===== config.mk =====
export PLATFORM = sky130hd
export DESIGN_NAME = onewire_master_slot_timer_flat
export DESIGN_NICKNAME = d
export VERILOG_FILES = /design/src/hdl/owm_pkg.sv /design/src/hdl/owm_cmd_if.sv /design/src/hdl/owm_res_if.sv /design/src/hdl/onewire_master_slot_timer.sv /design/src/hdl/owm_front.sv /design/src/hdl/owm_queue.sv /design/src/hdl/owm_back.sv /design/src/flat_wrapper.sv
export VERILOG_INCLUDE_DIRS = /design/src /design/src/hdl
export SDC_FILE = /design/constraint.sdc
export NUM_CORES = 1
export LEC_CHECK = 0
export ABC_AREA = 1
export BUFFER_PORTS_ARGS = -buffer_cell sky130_fd_sc_hd__buf_4
export CAP_MARGIN = 25
export CORE_ASPECT_RATIO = 0.9
export CORE_MARGIN = 8
export CORE_UTILIZATION = 45
export CTS_BUF_LIST = sky130_fd_sc_hd__clkbuf_4 sky130_fd_sc_hd__clkbuf_8
export DETAILED_ROUTE_END_ITERATION = 7
export GPL_TIMING_DRIVEN = 0
export PLACE_DENSITY = 0.63
export SLEW_MARGIN = 20
export SYNTH_ARGS = -nofsm -noshare
export SYNTH_HDL_FRONTEND = slang
export SYNTH_SLANG_ARGS = --single-unit

===== constraint.sdc =====
create_clock -name i_clk -period 4.2 [get_ports i_clk]
set_input_delay 0.21 -clock i_clk [delete_from_list [all_inputs] [get_ports i_clk]]
set_output_delay 0.21 -clock i_clk [all_outputs]
set_load 0.01 [all_outputs]

===== src/hdl/assert_macros.svh =====
// ============================================================================
// assert_macros.svh
// Assertion shorthands used across the 1-Wire master design.
// ============================================================================
`ifndef ASSERT_MACROS_SVH
`define ASSERT_MACROS_SVH

// condition a implies condition b on the same edge
`define OWM_ASSERT_IMPLY(label, clk, rst_n, a, b) \
    label: assert property (@(posedge clk) disable iff (!(rst_n)) (a) |-> (b)) \
        else $error("assertion failed: label");

// condition must never hold
`define OWM_ASSERT_NEVER(label, clk, rst_n, a) \
    label: assert property (@(posedge clk) disable iff (!(rst_n)) !(a)) \
        else $error("assertion failed: label");

`endif


===== src/hdl/owm_pkg.sv =====
// ============================================================================
// owm_pkg
// Shared types and constants of the 1-Wire master slot timer.
// ============================================================================
`timescale 1ns / 1ps

package owm_pkg;

    localparam int DEF_COUNT_BITS = 10;
    localparam int CFG_W          = 10;
    localparam int CFG_IDX_W      = 3;
    localparam int OP_W           = 2;
    localparam int QUEUE_DEPTH    = 2;

    typedef enum logic [OP_W-1:0] {
        OP_TICK  = 2'd0,
        OP_RESET = 2'd1,
        OP_SLOT  = 2'd2,
        OP_NONE  = 2'd3
    } t_op;

    typedef enum logic [1:0] {
        CMD_TICK,
        CMD_RESET,
        CMD_SLOT,
        CMD_NONE
    } t_cmd_kind;

    typedef enum logic [2:0] {
        PH_IDLE      = 3'd0,
        PH_RST_LOW   = 3'd1,
        PH_RST_WAIT  = 3'd2,
        PH_RST_TAIL  = 3'd3,
        PH_SLOT_LOW  = 3'd4,
        PH_SLOT_WAIT = 3'd5,
        PH_SLOT_REST = 3'd6,
        PH_RECOVER   = 3'd7
    } t_phase;

    localparam logic [CFG_IDX_W-1:0] REG_RESET_LOW     = 3'd0;
    localparam logic [CFG_IDX_W-1:0] REG_PRESENCE_WAIT = 3'd1;
    localparam logic [CFG_IDX_W-1:0] REG_RESET_TAIL    = 3'd2;
    localparam logic [CFG_IDX_W-1:0] REG_SLOT_LOW      = 3'd3;
    localparam logic [CFG_IDX_W-1:0] REG_SAMPLE_WAIT   = 3'd4;
    localparam logic [CFG_IDX_W-1:0] REG_SLOT_REST     = 3'd5;
    localparam logic [CFG_IDX_W-1:0] REG_RECOVERY      = 3'd6;

    typedef struct packed {
        logic [9:0] reset_low_us;
        logic [7:0] presence_wait_us;
        logic [9:0] reset_tail_us;
        logic [5:0] slot_low_us;
        logic [5:0] sample_wait_us;
        logic [7:0] slot_rest_us;
        logic [5:0] recovery_us;
    } t_cfg;

    localparam t_cfg CFG_RESET = '{
        reset_low_us:     10'd492,
        presence_wait_us: 8'd70,
        reset_tail_us:    10'd410,
        slot_low_us:      6'd4,
        sample_wait_us:   6'd1,
        slot_rest_us:     8'd42,
        recovery_us:      6'd2
    };

    typedef struct packed {
        t_cmd_kind kind;
        logic      bit_value;
        logic      bus_level;
    } t_item;

    typedef struct packed {
        logic full;
        logic empty;
    } t_q_status;

endpackage


===== src/hdl/owm_cmd_if.sv =====
// ============================================================================
// owm_cmd_if
// Request channel: tick or command with the bit to send and the bus level.
// ============================================================================
`timescale 1ns / 1ps

interface owm_cmd_if;
    logic       valid;
    logic       ready;
    logic [1:0] op;
    logic       bit_value;
    logic       bus_level;

    modport source (output valid, output op, output bit_value, output bus_level,
                    input ready);
    modport sink   (input valid, input op, input bit_value, input bus_level,
                    output ready);
endinterface


===== src/hdl/owm_res_if.sv =====
// ============================================================================
// owm_res_if
// Result channel: bus drive and status flags for each request.
// ============================================================================
`timescale 1ns / 1ps

interface owm_res_if;
    logic valid;
    logic ready;
    logic drive_low;
    logic busy_res;
    logic done_res;
    logic result_bit;
    logic rejected;

    modport source (output valid, output drive_low, output busy_res,
                    output done_res, output result_bit, output rejected,
                    input ready);
    modport sink   (input valid, input drive_low, input busy_res,
                    input done_res, input result_bit, input rejected,
                    output ready);
endinterface


===== src/hdl/onewire_master_slot_timer.sv =====
// ============================================================================
// onewire_master_slot_timer
// 1-Wire standard-speed bus master timing engine on microsecond ticks.
// ============================================================================
//  channel   dir  handshake          payload
//  i_cmd     in   valid/ready        op, bit_value, bus_level
//  o_res     out  valid/ready        drive_low, busy_res, done_res,
//                                    result_bit, rejected
//  i_cfg_*   in   write enable only  register index, data
//
//  One request per clock while the result is taken; each request gives one result
//  (decode into a two-entry queue, then sequencer step into the output register).
//  Sequencer steps one request per cycle unless stalled; countdown and phase loop.
//  Reset: synchronous, active low; timing registers return to their defaults.
//  Output stall: the queue fills and ready drops after two held requests.
// ============================================================================
`timescale 1ns / 1ps
`include "assert_macros.svh"

module onewire_master_slot_timer #(
    parameter int COUNT_BITS = owm_pkg::DEF_COUNT_BITS
) (
    input  logic                           i_clk,
    input  logic                           i_rst_n,
    owm_cmd_if.sink                        i_cmd,
    owm_res_if.source                      o_res,
    input  logic                           i_cfg_we,
    input  logic [owm_pkg::CFG_IDX_W-1:0]  i_cfg_idx,
    input  logic [owm_pkg::CFG_W-1:0]      i_cfg_data
);

    owm_pkg::t_cfg      r_cfg;
    owm_pkg::t_item     w_push_item;
    owm_pkg::t_item     w_pop_item;
    owm_pkg::t_q_status w_q_status;
    logic               w_push;
    logic               w_pop;

    always_ff @(posedge i_clk) begin
        if (!i_rst_n) begin
            r_cfg <= owm_pkg::CFG_RESET;
        end else if (i_cfg_we) begin
            case (i_cfg_idx)
                owm_pkg::REG_RESET_LOW:     r_cfg.reset_low_us     <= i_cfg_data;
                owm_pkg::REG_PRESENCE_WAIT: r_cfg.presence_wait_us <= i_cfg_data[7:0];
                owm_pkg::REG_RESET_TAIL:    r_cfg.reset_tail_us    <= i_cfg_data;
                owm_pkg::REG_SLOT_LOW:      r_cfg.slot_low_us      <= i_cfg_data[5:0];
                owm_pkg::REG_SAMPLE_WAIT:   r_cfg.sample_wait_us   <= i_cfg_data[5:0];
                owm_pkg::REG_SLOT_REST:     r_cfg.slot_rest_us     <= i_cfg_data[7:0];
                owm_pkg::REG_RECOVERY:      r_cfg.recovery_us      <= i_cfg_data[5:0];
                default:                    r_cfg                  <= r_cfg;
            endcase
        end
    end

    owm_front u_front (
        .i_cmd      (i_cmd),
        .i_q_status (w_q_status),
        .o_push     (w_push),
        .o_item     (w_push_item)
    );

    owm_queue #(
        .DEPTH (owm_pkg::QUEUE_DEPTH)
    ) u_queue (
        .i_clk    (i_clk),
        .i_rst_n  (i_rst_n),
        .i_push   (w_push),
        .i_item   (w_push_item),
        .i_pop    (w_pop),
        .o_item   (w_pop_item),
        .o_status (w_q_status)
    );

    owm_back #(
        .COUNT_BITS (COUNT_BITS)
    ) u_back (
        .i_clk      (i_clk),
        .i_rst_n    (i_rst_n),
        .i_cfg      (r_cfg),
        .i_item     (w_pop_item),
        .i_q_status (w_q_status),
        .o_pop      (w_pop),
        .o_res      (o_res)
    );

    `OWM_ASSERT_NEVER(a_done_not_busy, i_clk, i_rst_n, o_res.valid && o_res.done_res && o_res.busy_res)
    `OWM_ASSERT_IMPLY(a_reject_busy, i_clk, i_rst_n, o_res.valid && o_res.rejected, o_res.busy_res)
    `OWM_ASSERT_IMPLY(a_result_done, i_clk, i_rst_n, o_res.valid && o_res.result_bit, o_res.done_res)
    `OWM_ASSERT_NEVER(a_queue_state, i_clk, i_rst_n, w_q_status.full && w_q_status.empty)
    `OWM_ASSERT_IMPLY(a_pop_nonempty, i_clk, i_rst_n, w_pop, !w_q_status.empty)

endmodule


===== src/hdl/owm_front.sv =====
// ============================================================================
// owm_front
// Accept requests and classify the opcode for the queue.
// ============================================================================
`timescale 1ns / 1ps

module owm_front (
    owm_cmd_if.sink          i_cmd,
    input  owm_pkg::t_q_status i_q_status,
    output logic             o_push,
    output owm_pkg::t_item   o_item
);

    assign i_cmd.ready = !i_q_status.full;
    assign o_push      = i_cmd.valid && !i_q_status.full;

    always_comb begin
        o_item.bit_value = i_cmd.bit_value;
        o_item.bus_level = i_cmd.bus_level;
        case (owm_pkg::t_op'(i_cmd.op))
            owm_pkg::OP_TICK:  o_item.kind = owm_pkg::CMD_TICK;
            owm_pkg::OP_RESET: o_item.kind = owm_pkg::CMD_RESET;
            owm_pkg::OP_SLOT:  o_item.kind = owm_pkg::CMD_SLOT;
            default:           o_item.kind = owm_pkg::CMD_NONE;
        endcase
    end

endmodule


===== src/hdl/owm_queue.sv =====
// ============================================================================
// owm_queue
// Short FIFO between the classifying front and the timing back end.
// ============================================================================
`timescale 1ns / 1ps

module owm_queue #(
    parameter int DEPTH = owm_pkg::QUEUE_DEPTH
) (
    input  logic               i_clk,
    input  logic               i_rst_n,
    input  logic               i_push,
    input  owm_pkg::t_item     i_item,
    input  logic               i_pop,
    output owm_pkg::t_item     o_item,
    output owm_pkg::t_q_status o_status
);

    localparam int PTR_W = (DEPTH > 1) ? $clog2(DEPTH) : 1;
    localparam logic [PTR_W-1:0] LAST = PTR_W'(DEPTH - 1);

    owm_pkg::t_item   r_data [DEPTH];
    logic [PTR_W-1:0] r_wptr;
    logic [PTR_W-1:0] r_rptr;
    logic [PTR_W:0]   r_count;
    logic             w_push;
    logic             w_pop;

    assign o_status.full  = (r_count == (PTR_W + 1)'(DEPTH));
    assign o_status.empty = (r_count == '0);
    assign w_push         = i_push && !o_status.full;
    assign w_pop          = i_pop && !o_status.empty;
    assign o_item         = r_data[r_rptr];

    always_ff @(posedge i_clk) begin
        if (w_push) begin
            r_data[r_wptr] <= i_item;
        end
    end

    always_ff @(posedge i_clk) begin
        if (!i_rst_n) begin
            r_wptr  <= '0;
            r_rptr  <= '0;
            r_count <= '0;
        end else begin
            if (w_push) begin
                r_wptr <= (r_wptr == LAST) ? '0 : r_wptr + 1'b1;
            end
            if (w_pop) begin
                r_rptr <= (r_rptr == LAST) ? '0 : r_rptr + 1'b1;
            end
            case ({w_push, w_pop})
                2'b10:   r_count <= r_count + 1'b1;
                2'b01:   r_count <= r_count - 1'b1;
                default: r_count <= r_count;
            endcase
        end
    end

endmodule


===== src/hdl/owm_back.sv =====
// ============================================================================
// owm_back
// Phase sequencer and countdown; registers one result per request.
// ============================================================================
`timescale 1ns / 1ps

module owm_back #(
    parameter int COUNT_BITS = owm_pkg::DEF_COUNT_BITS
) (
    input  logic               i_clk,
    input  logic               i_rst_n,
    input  owm_pkg::t_cfg      i_cfg,
    input  owm_pkg::t_item     i_item,
    input  owm_pkg::t_q_status i_q_status,
    output logic               o_pop,
    owm_res_if.source          o_res
);

    localparam int EXT_W = (COUNT_BITS > owm_pkg::CFG_W) ? COUNT_BITS : owm_pkg::CFG_W;
    localparam logic [COUNT_BITS-1:0] CNT_MAX = '1;
    localparam logic [COUNT_BITS-1:0] CNT_ONE = COUNT_BITS'(1);

    owm_pkg::t_phase        r_phase, n_phase;
    logic [COUNT_BITS-1:0]  r_count, n_count;
    logic                   r_wbit, n_wbit;
    logic                   r_sbit, n_sbit;
    logic                   r_isrst, n_isrst;
    logic                   r_out_valid;
    logic                   r_drive, r_busy, r_done, r_result, r_rej;
    logic                   w_done, w_result, w_rej, w_drive;
    logic                   w_busy;

    function automatic logic [COUNT_BITS-1:0] sat_count(input logic [owm_pkg::CFG_W-1:0] v);
        logic [EXT_W-1:0] ext;
        ext = EXT_W'(v);
        if (ext > EXT_W'(CNT_MAX)) begin
            sat_count = CNT_MAX;
        end else begin
            sat_count = COUNT_BITS'(ext);
        end
    endfunction

    assign o_pop  = !i_q_status.empty && (!r_out_valid || o_res.ready);
    assign w_busy = (r_phase != owm_pkg::PH_IDLE);

    always_comb begin
        n_phase  = r_phase;
        n_count  = r_count;
        n_wbit   = r_wbit;
        n_sbit   = r_sbit;
        n_isrst  = r_isrst;
        w_done   = 1'b0;
        w_result = 1'b0;
        w_rej    = 1'b0;
        case (i_item.kind)
            owm_pkg::CMD_RESET: begin
                if (w_busy) begin
                    w_rej = 1'b1;
                end else begin
                    n_isrst = 1'b1;
                    n_wbit  = 1'b0;
                    n_phase = owm_pkg::PH_RST_LOW;
                    n_count = sat_count(i_cfg.reset_low_us);
                end
            end
            owm_pkg::CMD_SLOT: begin
                if (w_busy) begin
                    w_rej = 1'b1;
                end else begin
                    n_isrst = 1'b0;
                    n_wbit  = i_item.bit_value;
                    n_phase = owm_pkg::PH_SLOT_LOW;
                    n_count = sat_count(owm_pkg::CFG_W'(i_cfg.slot_low_us));
                end
            end
            owm_pkg::CMD_TICK: begin
                if (w_busy) begin
                    if (r_count > CNT_ONE) begin
                        n_count = r_count - 1'b1;
                    end else begin
                        case (r_phase)
                            owm_pkg::PH_RST_LOW: begin
                                n_phase = owm_pkg::PH_RST_WAIT;
                                n_count = sat_count(owm_pkg::CFG_W'(i_cfg.presence_wait_us));
                            end
                            owm_pkg::PH_RST_WAIT: begin
                                n_sbit  = !i_item.bus_level;
                                n_phase = owm_pkg::PH_RST_TAIL;
                                n_count = sat_count(i_cfg.reset_tail_us);
                            end
                            owm_pkg::PH_SLOT_LOW: begin
                                n_phase = owm_pkg::PH_SLOT_WAIT;
                                n_count = sat_count(owm_pkg::CFG_W'(i_cfg.sample_wait_us));
                            end
                            owm_pkg::PH_SLOT_WAIT: begin
                                n_sbit  = i_item.bus_level;
                                n_phase = owm_pkg::PH_SLOT_REST;
                                n_count = sat_count(owm_pkg::CFG_W'(i_cfg.slot_rest_us));
                            end
                            owm_pkg::PH_SLOT_REST: begin
                                n_phase = owm_pkg::PH_RECOVER;
                                n_count = sat_count(owm_pkg::CFG_W'(i_cfg.recovery_us));
                            end
                            owm_pkg::PH_RST_TAIL, owm_pkg::PH_RECOVER: begin
                                w_done   = 1'b1;
                                w_result = r_isrst ? (r_sbit & i_item.bus_level) : r_sbit;
                                n_phase  = owm_pkg::PH_IDLE;
                                n_count  = '0;
                            end
                            default: begin
                                n_count = '0;
                            end
                        endcase
                    end
                end
            end
            default: begin
                n_phase = r_phase;
            end
        endcase

        case (n_phase)
            owm_pkg::PH_RST_LOW, owm_pkg::PH_SLOT_LOW:    w_drive = 1'b1;
            owm_pkg::PH_SLOT_WAIT, owm_pkg::PH_SLOT_REST: w_drive = !n_wbit;
            default:                                      w_drive = 1'b0;
        endcase
    end

    always_ff @(posedge i_clk) begin
        if (!i_rst_n) begin
            r_phase <= owm_pkg::PH_IDLE;
            r_count <= '0;
            r_wbit  <= 1'b0;
            r_sbit  <= 1'b0;
            r_isrst <= 1'b0;
        end else if (o_pop) begin
            r_phase <= n_phase;
            r_count <= n_count;
            r_wbit  <= n_wbit;
            r_sbit  <= n_sbit;
            r_isrst <= n_isrst;
        end
    end

    always_ff @(posedge i_clk) begin
        if (!i_rst_n) begin
            r_out_valid <= 1'b0;
        end else if (o_pop) begin
            r_out_valid <= 1'b1;
        end else if (o_res.ready) begin
            r_out_valid <= 1'b0;
        end
    end

    always_ff @(posedge i_clk) begin
        if (o_pop) begin
            r_drive  <= w_drive;
            r_busy   <= (n_phase != owm_pkg::PH_IDLE);
            r_done   <= w_done;
            r_result <= w_result;
            r_rej    <= w_rej;
        end
    end

    assign o_res.valid      = r_out_valid;
    assign o_res.drive_low  = r_drive;
    assign o_res.busy_res   = r_busy;
    assign o_res.done_res   = r_done;
    assign o_res.result_bit = r_result;
    assign o_res.rejected   = r_rej;

endmodule


===== src/flat_wrapper.sv =====
// flat-port wrapper written by rule: the top's interface ports become plain ports
module onewire_master_slot_timer_flat 
#(
    parameter int COUNT_BITS = owm_pkg::DEF_COUNT_BITS
)
  (i_clk, i_rst_n, i_cfg_we, i_cfg_idx, i_cfg_data, i_cmd_valid, i_cmd_op, i_cmd_bit_value, i_cmd_bus_level, i_cmd_ready, o_res_valid, o_res_drive_low, o_res_busy_res, o_res_done_res, o_res_result_bit, o_res_rejected, o_res_ready);
  owm_cmd_if i_cmd_i ();
  owm_res_if o_res_i ();
  input  logic i_clk;
  input  logic i_rst_n;
  input  logic i_cfg_we;
  input  logic [owm_pkg::CFG_IDX_W-1:0] i_cfg_idx;
  input  logic [owm_pkg::CFG_W-1:0] i_cfg_data;
  input wire logic [$bits(i_cmd_i.valid)-1:0] i_cmd_valid;
  input wire logic [$bits(i_cmd_i.op)-1:0] i_cmd_op;
  input wire logic [$bits(i_cmd_i.bit_value)-1:0] i_cmd_bit_value;
  input wire logic [$bits(i_cmd_i.bus_level)-1:0] i_cmd_bus_level;
  output wire logic [$bits(i_cmd_i.ready)-1:0] i_cmd_ready;
  output wire logic [$bits(o_res_i.valid)-1:0] o_res_valid;
  output wire logic [$bits(o_res_i.drive_low)-1:0] o_res_drive_low;
  output wire logic [$bits(o_res_i.busy_res)-1:0] o_res_busy_res;
  output wire logic [$bits(o_res_i.done_res)-1:0] o_res_done_res;
  output wire logic [$bits(o_res_i.result_bit)-1:0] o_res_result_bit;
  output wire logic [$bits(o_res_i.rejected)-1:0] o_res_rejected;
  input wire logic [$bits(o_res_i.ready)-1:0] o_res_ready;
  assign i_cmd_i.valid = i_cmd_valid;
  assign i_cmd_i.op = i_cmd_op;
  assign i_cmd_i.bit_value = i_cmd_bit_value;
  assign i_cmd_i.bus_level = i_cmd_bus_level;
  assign i_cmd_ready = i_cmd_i.ready;
  assign o_res_valid = o_res_i.valid;
  assign o_res_drive_low = o_res_i.drive_low;
  assign o_res_busy_res = o_res_i.busy_res;
  assign o_res_done_res = o_res_i.done_res;
  assign o_res_result_bit = o_res_i.result_bit;
  assign o_res_rejected = o_res_i.rejected;
  assign o_res_i.ready = o_res_ready;
  onewire_master_slot_timer #(.COUNT_BITS(COUNT_BITS)) u_core (.i_clk(i_clk), .i_rst_n(i_rst_n), .i_cmd(i_cmd_i), .o_res(o_res_i), .i_cfg_we(i_cfg_we), .i_cfg_idx(i_cfg_idx), .i_cfg_data(i_cfg_data));
endmodule

==> impl_metrics.yaml <==
floorplan:
  fp.dieArea_mm2: 0.01351
  num_rows: 34
  core-area_mm2: 0.009742
  die_w_um: 121.6
  pin_count: 29
  initial_core_util: 0.4639
  die_y_um: 111.1
sta:
  worst_pin_slew_ns: 0.7183
  fmax_ghz: 0.3462
  fin_skew_ns: 0.008205
  finalCriticalPeriod_ns: 2.889
  grt_setup_unrepaired: "false"
  hold_viol_final: 0
  min_period_over_period: 0.6878
  slew_headroom: 0.5175
  setup_viol: 0
  drv_slew: 0
  tns_ns: 0
yosys:
  avgSynthCellArea_um2: 7.185
  ys_async_sr_fraction: 0
  ys.flop_type: "dfxtp_1"
  seq_area_frac_synth: 0.4230
  yosys_warnings: 0
  synth_edf_count: 13
  yosysUniqueCellTypes: 39
  synth_top_area_share: 0.3367
  syn_inst: 629
  syn_nets: 662
  synth_area_mm2: 0.004519
  synth_largest_area_cell: "dfxtp_1"
  ys_ff_latch: 89
  netlist_top_cells_area: "dfxtp_1 (34%), nand2_1 (12%), edfxtp_1 (8.6%), nor2_1 (8.2%), o21ai_0 (6.4%)"
pwr:
  vdd_drop_max_uv: 408.2
  power.total_uw: 3706
  leakagePower_uw: 0.002290
  power_density_mw_per_mm2: 732.0
grt:
  grt_pass1_vias: 3941
  gr-total-overflow: 0
  grt_antenna_before_repair: 0
  grt_max_degree: 16
  grtUsageTotal: 0.1858
  grt_pass1_wl_um: 19980
final_layout:
  synthToLayoutAreaGrowth_pct: 12.02
  antenna_cells: 0
  nNetsFinal: 698
  drive_above_1_share: 0.1239
  finalCoreUtilization: 0.5197
route:
  vias: 4180
  drtAntennaViolNets: 0
  vias_per_cell: 5.251
  drt-initial-drc-count: 299
  drt_wl_total_um: 12060
  wire_per_inst_um: 15.14
  drc: 0
  dr.pass1.iters: 5
clocking:
  cts_hold_buffers: 0
  cts_sinks: 89
  clk_pin_slew_ns: 0.09
  clk_path_buf_depth: 2
  clk_latency_ns: 0.36
  cts_tree: "yes"
  numCtsBuffers: 9
  cts_setup_buffers: 0
  h-tree-depth: 3
  cts_root_buffer: "clkbuf_8"
  cts_resized: 0
setup_path:
  path_cells: "inv_1 -> nand2_1 -> nand2_1 -> buf_2 -> inv_1 -> ha_1 -> buf_2 -> nor2_2 -> nor2_4 -> nor3_4 -> inv_4 -> buf_6 -> a21oi_2 -> a21oi_1"
  endpoint_kind: "register"
  critical_path.max_stage_delay_ns: 0.37
  path_class: "reg -> reg"
  arrival_ns: 3.14
  start_kind: "register"
  crit_required_ns: 4.45
  cp_max_fo: 11
  cpMaxStageDelayCell: "buf_2"
min_path:
  min_from: "i_cmd_bit_value"
  min_path_type: "in -> reg"
run:
  drv_cap: 0
placement:
  portBuffers: 25
  gp_congestion: 0.8835
  dp_hpwl_um: 8945
status:
  status: "finished, final reports clean"
## cell type report
cell class | count | area, um^2
clock buffer | 10 | 131.4
inverter | 70 | 280.3
clock inverter | 6 | 66.31
sequential | 89 | 1912
multi-input combinational | 453 | 2238
timing repair buffer | 25 | 187.7
fill | 971 | 4679
tap | 126 | 157.7
buffer | 17 | 88.84
## cells by family after synthesis
family / share of synthesized area
buffers and inverters: 0.08167
XOR/XNOR: 0.007753
flip-flops: 0.4230
AO/OA/AOI/OAI: 0.1639
AND/OR/NAND/NOR: 0.2932
adder cells (fa/ha/maj): 0.03045
## metrics by stage
| step | std cells | cell area (um^2) | hold WS (ns) | setup WS, ns |
|---|---|---|---|---|
| after detailed placement | 780 | 4865 | 0.4006 | 1.354 |
| after global placement | 780 | 4865 | 0.3961 | 1.403 |
| after CTS | 796 | 5062 | 0.01266 | 1.336 |
| after global routing | 796 | 5062 | 0.005675 | 1.135 |
| final | 796 | 5062 | 0.03005 | 1.311 |
| after floorplan | 629 | 4519 | 0.3089 | 1.903 |
## final timing paths
kind	to	slack (ns)	depth (start not counted)
max reg2reg	u_core.u_back.r_count[7]	1.31	14
min reg2reg	u_core.r_cfg[44]	0.46	2
max	u_core.u_back.r_count[7]	1.31	14
min	u_core.u_queue.r_data[1][1]	0.03	1
## state kept, by name, indices dropped and copies added (netlist names), 2 cells and up, named ones only
register                flops
u_core.u_back.r_count      10
u_core.u_queue.r_count      2
u_core.u_back.r_phase       3
u_core.r_cfg               54
u_core.u_queue.r_data       8
## critical path: cells and delay by family, from the launching register on
family          cells  cell delay [ns]
fa+ha+maj           1             0.20
buf+inv             6             1.05
simple gates        5             0.97
flops               1             0.35
compound gates      2             0.20
## where the power goes
group	switching, uW	total, uW	internal [uW]
logic	1290	1960	667
registers	116	1140	1020
clock network	323	608	286
total	1730	3710	1970
## metal layers
| metal | wire length [um] | up-vias | share of wire | GRT usage |
|---|---|---|---|---|
| met1 | 5824 | 1949 | 0.48 | 0.2553 |
| met5 | 0 | - | 0 | 0 |
| met2 | 5354 | 108 | 0.44 | 0.2827 |
| met4 | 164 | 0 | 0.014 | 0.05094 |
| li1 | - | 2108 | - | - |
| met3 | 712 | 15 | 0.059 | 0.04328 |
## layout by cell type, fill, tap and decap left out, types with 5 or more instances in the layout
master	synthesis	final
nor2_2	5	5
dfxtp_1	76	76
o211ai_1	8	8
inv_1	60	60
a21oi_2	9	9
clkbuf_8	0	9
nand2_1	150	150
nor3_1	5	5
ha_1	11	11
a21oi_1	42	42
nand4_1	5	5
nand3_1	31	31
edfxtp_1	13	13
clkbuf_1	12	12
buf_4	0	25
nor2_1	99	99
o21ai_0	58	58
## cells in the mapped netlist (2+ instances only)
cell type	count
dfxtp_1	76
clkbuf_1	12
nor2_4	4
o31ai_1	2
nand2_1	150
clkinv_1	3
inv_1	60
o21bai_1	2
ha_1	11
nor2_1	99
nor2_2	5
a21oi_1	42
nor3_1	5
nand4_1	5
o21ai_2	3
nand3_1	31
inv_2	4
nand3_2	2
a21oi_2	9
edfxtp_1	13
nand2_2	2
buf_2	2
o21ai_0	58
inv_4	2
buf_6	3
o21ai_1	2
o211ai_1	8
xor2_1	3
No activity file was read; power rests on OpenSTA's default activity.
